--- src/tksh_pkg.sv ---
// Package for the top-K score heap: widths, codes, command/status types, helpers.
`timescale 1ns / 1ps
`default_nettype none

package tksh_pkg;

   // Field widths fixed by the block's interface
   localparam int REQ_TYPE_W = 2;
   localparam int SCORE_W    = 32;
   localparam int PAYLOAD_W  = 64;
   localparam int SLOT_W     = 4;
   localparam int LIMIT_W    = 5;
   localparam int COUNT_W    = 5;

   // Configuration port
   localparam int CSR_INDEX_W = 1;
   localparam int CSR_DATA_W  = LIMIT_W;

   // Parameter defaults
   localparam int MAX_KEPT_DEFAULT  = 16;
   localparam int BODY_BITS_DEFAULT = 64;

   // Register reset values
   localparam logic [LIMIT_W-1:0] KEEP_LIMIT_RESET   = LIMIT_W'(16);
   localparam logic               KEEP_HIGHEST_RESET = 1'b1;

   // Request codes
   localparam logic [REQ_TYPE_W-1:0] REQ_ADD   = 2'd0;
   localparam logic [REQ_TYPE_W-1:0] REQ_READ  = 2'd1;
   localparam logic [REQ_TYPE_W-1:0] REQ_CLEAR = 2'd2;

   // Configuration register indexes
   localparam logic [CSR_INDEX_W-1:0] CSR_KEEP_LIMIT   = 1'd0;
   localparam logic [CSR_INDEX_W-1:0] CSR_KEEP_HIGHEST = 1'd1;

   // Commands from the controller to the datapath
   typedef struct packed {
      logic accept;     // latch the request, clear the working result
      logic rd_root;    // read slot 0, start a sift-down at the root
      logic rd_parent;  // read the parent of the current position
      logic rd_kids;    // read both children of the current position
      logic rd_slot;    // read the slot that a read request names
      logic cap_slot;   // capture read data into the working result
      logic move_up;    // copy the parent down, step up
      logic move_dn;    // copy the chosen child up, step down
      logic place_up;   // write the new record, grow the heap
      logic place_dn;   // write the new record at the sift-down position
      logic clear;      // empty the heap
      logic load_rsp;   // move the working result into the output register
   } cmd_type;

   // Status from the datapath to the controller
   typedef struct packed {
      logic is_add;
      logic is_read;
      logic is_clear;
      logic limit_zero;
      logic has_room;
      logic pos_zero;
      logic up_move;
      logic root_beaten;
      logic dn_move;
      logic rsp_free;
   } status_type;

   // True if a ranks strictly further from the root than b
   function automatic logic beats(input logic signed [SCORE_W-1:0] a,
                                  input logic signed [SCORE_W-1:0] b,
                                  input logic highest);
      return highest ? (a > b) : (a < b);
   endfunction

endpackage

`default_nettype wire

--- src/tksh_ctrl.sv ---
// Controller state machine of the top-K score heap.
`timescale 1ns / 1ps
`default_nettype none

module tksh_ctrl import tksh_pkg::*; (
   input  wire logic       clock,
   input  wire logic       reset,
   input  wire logic       req_valid,
   output      logic       req_ready,
   output      cmd_type    cmd,
   input  wire status_type status
);

   typedef enum logic [8:0] {
      S_IDLE     = 9'b000000001,
      S_DECIDE   = 9'b000000010,
      S_UP_RD    = 9'b000000100,
      S_UP_CMP   = 9'b000001000,
      S_ROOT_CMP = 9'b000010000,
      S_DN_RD    = 9'b000100000,
      S_DN_CMP   = 9'b001000000,
      S_SLOT_CAP = 9'b010000000,
      S_FINISH   = 9'b100000000
   } state_type;

   state_type state_ff;
   state_type state_in;

   assign req_ready = (state_ff == S_IDLE);

   // Sequence one request through the heap
   always_comb begin
      state_in = state_ff;
      cmd      = '0;
      case (state_ff)
         S_IDLE: begin
            if (req_valid) begin
               cmd.accept = 1'b1;
               state_in   = S_DECIDE;
            end
         end
         S_DECIDE: begin
            if (status.is_add) begin
               if (status.limit_zero) begin
                  state_in = S_FINISH;
               end else if (status.has_room) begin
                  state_in = S_UP_RD;
               end else begin
                  cmd.rd_root = 1'b1;
                  state_in    = S_ROOT_CMP;
               end
            end else if (status.is_read) begin
               cmd.rd_slot = 1'b1;
               state_in    = S_SLOT_CAP;
            end else if (status.is_clear) begin
               cmd.clear = 1'b1;
               state_in  = S_FINISH;
            end else begin
               state_in = S_FINISH;
            end
         end
         S_UP_RD: begin
            if (status.pos_zero) begin
               cmd.place_up = 1'b1;
               state_in     = S_FINISH;
            end else begin
               cmd.rd_parent = 1'b1;
               state_in      = S_UP_CMP;
            end
         end
         S_UP_CMP: begin
            if (status.up_move) begin
               cmd.move_up = 1'b1;
               state_in    = S_UP_RD;
            end else begin
               cmd.place_up = 1'b1;
               state_in     = S_FINISH;
            end
         end
         S_ROOT_CMP: begin
            // drop a record that does not beat the root
            state_in = status.root_beaten ? S_DN_RD : S_FINISH;
         end
         S_DN_RD: begin
            cmd.rd_kids = 1'b1;
            state_in    = S_DN_CMP;
         end
         S_DN_CMP: begin
            if (status.dn_move) begin
               cmd.move_dn = 1'b1;
               state_in    = S_DN_RD;
            end else begin
               cmd.place_dn = 1'b1;
               state_in     = S_FINISH;
            end
         end
         S_SLOT_CAP: begin
            cmd.cap_slot = 1'b1;
            state_in     = S_FINISH;
         end
         S_FINISH: begin
            // hold until the output register can take the result
            if (status.rsp_free) begin
               cmd.load_rsp = 1'b1;
               state_in     = S_IDLE;
            end
         end
         default: begin
            state_in = S_IDLE;
         end
      endcase
   end

   always_ff @(posedge clock) begin
      if (reset) begin
         state_ff <= S_IDLE;
      end else begin
         state_ff <= state_in;
      end
   end

endmodule

`default_nettype wire

--- config.mk ---
export PLATFORM = sky130hd
export DESIGN_NAME = tksh_ctrl
export DESIGN_NICKNAME = d
export VERILOG_FILES = /design/src/tksh_pkg.sv /design/src/tksh_ctrl.sv
export SDC_FILE = /design/constraint.sdc
export NUM_CORES = 1
export LEC_CHECK = 0
export BUFFER_PORTS_ARGS = -buffer_cell sky130_fd_sc_hd__buf_2
export CAP_MARGIN = 25
export CORE_MARGIN = 8
export CORE_UTILIZATION = 36
export DETAILED_ROUTE_END_ITERATION = 16
export PLACE_DENSITY_LB_ADDON = 0.3
export SYNTH_ARGS = -nofsm -noshare
export SYNTH_HDL_FRONTEND = slang
export SYNTH_SLANG_ARGS = --single-unit
--- constraint.sdc ---
create_clock -name clock -period 2.9 [get_ports clock]
set_input_delay 0.145 -clock clock [delete_from_list [all_inputs] [get_ports clock]]
set_output_delay 0.145 -clock clock [all_outputs]
set_load 0.05 [all_outputs]
==> summary.txt <==
Timing
  • Clock skew: 0.00888 ns
  • # setup viols final: 0
  • Final Worst Setup Slack: 0.720 ns
  • RSZ-0062 raised after global routing: false
  • Worst Tran Pin Value: 0.436 ns
  • Final Hold Viols: 0
  • Final Critical Period: 2.18 ns
  • Setup TNS Final: 0 ns
  • Highest clock rate: 0.459 GHz
  • Final Max Tran Viols: 0
  • Slew margin rel.: 70.7%
  • Crit share post-route: 75.2%

Die
  • Initial Util: 36.6%
  • Area of the core: 0.00165 mm²
  • Ports: 26
  • Rows: 15
  • Die Y: 57.0 µm
  • Die footprint: 0.00325 mm²
  • Die X: 57.0 µm

Place
  • Post-place setup slack: 0.986 ns
  • IO buf count: 25
  • Detail Placement HPWL: 1260 µm
  • GPL Wtd Cong: 0.821

Pwr
  • PD cells: 351 mW/mm²
  • Static Leakage: 0.334 nW
  • Worst vdd ir: 0.207 mV

Cells and area
  • Largest registers: state_ff: 9 flops
  • Biggest register: state_ff
  • Max reg flops: 9
  • Layout Nets: 120
  • Syn-to-layout area delta: 27.1%
  • Layout cell share with drive strength beyond 1: 31.1%
  • Most frequent cells in the layout: buf_2, dfxtp_1, nor2b_1, nor2_1, nor4_1
  • # diodes: 0
  • Commonest non-fill, non-tap cell in the layout: buf_2

Critical path
  • Worst-path maximum fanout: 6
  • WS Path Type: flop to output pin
  • Arrival @ worst endpoint: 2.03 ns
  • Slowest Stage Delay on Critical Path: 0.62 ns
  • CP Cell Sequence: or4_1 -> nor4_1 -> and3_1 -> buf_2
  • Crit path launch type: flop
  • CP required: 2.76 ns
  • Slowest-stage cell, CP: or4_1
  • CP endpoint kind: output pin

Detailed routing
  • DR iter-0 viols: 16
  • DRT Pass-1 Iters: 4
  • Final wirelength: 1560 µm
  • Via count: 663
  • DRC: 0
  • Routed WL per cell: 12.7 µm
  • Post-DRT Antenna Nets: 0
  • Vias per cell: 5.39

Clock network
  • Setup Buffers After CTS: 0
  • Resized Gates After CTS: 0
  • CTS tree: done
  • CTS Hold Buffers Added: 0
  • Bufs on Longest Clock Path: 2
  • Clk Tree Root Cell: clkbuf_4
  • Number of CTS-inserted buffers: 3
  • Reg clk slew, reported paths: 0.06 ns
  • H-tree levels: 1
  • Clock Latency Late Sink: 0.26 ns
  • Clock sinks: 9

Synth
  • Post-Syn Nets: 92
  • Syn Inst Count: 79
  • Number of synthesized register bits: 9
  • Syn Area/Cell: 7.65 µm²
  • Yosys warnings: 0
  • Synth unique cells: 35
  • Sequential element share of the synthesized area: 29.8%
  • Synth Cell Area: 604 µm²

Global routing
  • Total grt overflow: 0
  • Largest net degree at the start of global routing: 11
  • Global-route wire length before repair: 2710 µm
  • Global-route usage over all layers: 9.83%
  • Number of global-route vias before repair: 680
  • Initial antenna violation count: 0

Hold path
  • Worst min path class: input pin to flop

Run
  • Max-cap violation count: 0

Outcome
  • Status: finished, final reports clean
-- routing by layer --
metal	routed length (µm)	up-vias	part of all wire, %	global-route usage, %
met5	0	-	0	0
met3	75	2	4.8	1.77
li1	-	349	-	-
met2	723	18	46	15.8
met4	27	0	1.7	7.05
met1	736	294	47	11.3
-- area by class of cell --
cell class,count,area (µm²)
clock buffer,4,26.3
sequential,9,180
fill,179,883
timing repair buffer,25,125
multi-input combinational,63,397
tap,17,21.3
inverter,5,18.8
-- report_power, final --
part           internal (mW)  leakage, nW  switching, mW
sequential             0.126       0.0729        0.00314
combinational         0.0163        0.246         0.0283
clock                 0.0529       0.0150         0.0430
-- final timing paths --
check                                 from                  endpoint  slack (ns)  cells after the start
setup reg to reg  state_ff[7]$_SDFFE_PP0P_  state_ff[0]$_SDFFE_PP1P_        1.05                      4
setup / recovery  state_ff[0]$_SDFFE_PP1P_                    cmd[4]        0.72                      4
hold / removal                   status[5]  state_ff[4]$_SDFFE_PP0P_        0.09                      2
hold reg to reg   state_ff[0]$_SDFFE_PP1P_  state_ff[1]$_SDFFE_PP0P_        0.57                      2
-- cell usage after synthesis, drive strengths merged --
cell type | instances | share of area (%)
nand3b | 2 | 2.5
o311ai | 1 | 1.4
and3b | 1 | 1.4
a31oi | 1 | 1.0
a41oi | 1 | 1.4
a311oi | 1 | 1.4
nor4 | 6 | 6.2
and3 | 2 | 2.3
a22oi | 1 | 1.2
nor4b | 1 | 1.4
or4 | 2 | 3.1
nor2b | 8 | 8.3
nand3 | 2 | 1.7
a21oi | 2 | 1.7
maj3 | 1 | 1.7
dfxtp | 9 | 30
and2 | 1 | 1.0
nor3 | 5 | 4.1
nor3b | 1 | 1.2
or2 | 1 | 1.0
inv | 5 | 3.1
or4b | 1 | 2.3
nor2 | 7 | 4.3
nand4 | 2 | 2.1
o21ai | 4 | 3.3
or3 | 2 | 2.3
o31ai | 1 | 1.2
nand2 | 2 | 1.2
nand2b | 3 | 3.1
clkbuf | 2 | 1.4
and4 | 1 | 1.4
-- metrics by stage --
stage	instance area, µm²	instances	hold WS, ns	total power [mW]	util, %
floorplan	604	79	0.224	0.161	-
global placement	742	119	0.353	0.176	44.9
detailed placement	742	119	0.352	0.177	44.9
CTS	768	123	0.0776	0.274	46.5
global route	768	123	0.0870	0.282	46.5
finish	768	123	0.0851	0.270	46.5
-- worst max-delay path: cells and delay by family, from the launching register on --
kind,cells,cell delay (ns)
AND/OR/NAND/NOR,3,1.17
flip-flops,1,0.35
buffers and inverters,1,0.25
-- logic make-up (layout without fill, tap and decap cells) --
group	after synthesis	after routing	synth area share, %
AOI/OAI and AO/OA	12	12	12.8
adders and majority gates	1	1	1.66
DFF	9	9	29.8
buffers and inverters	7	34	4.55
and+or+nand+nor	50	50	51.1
Note: power is estimated with default switching activity, not from simulation.
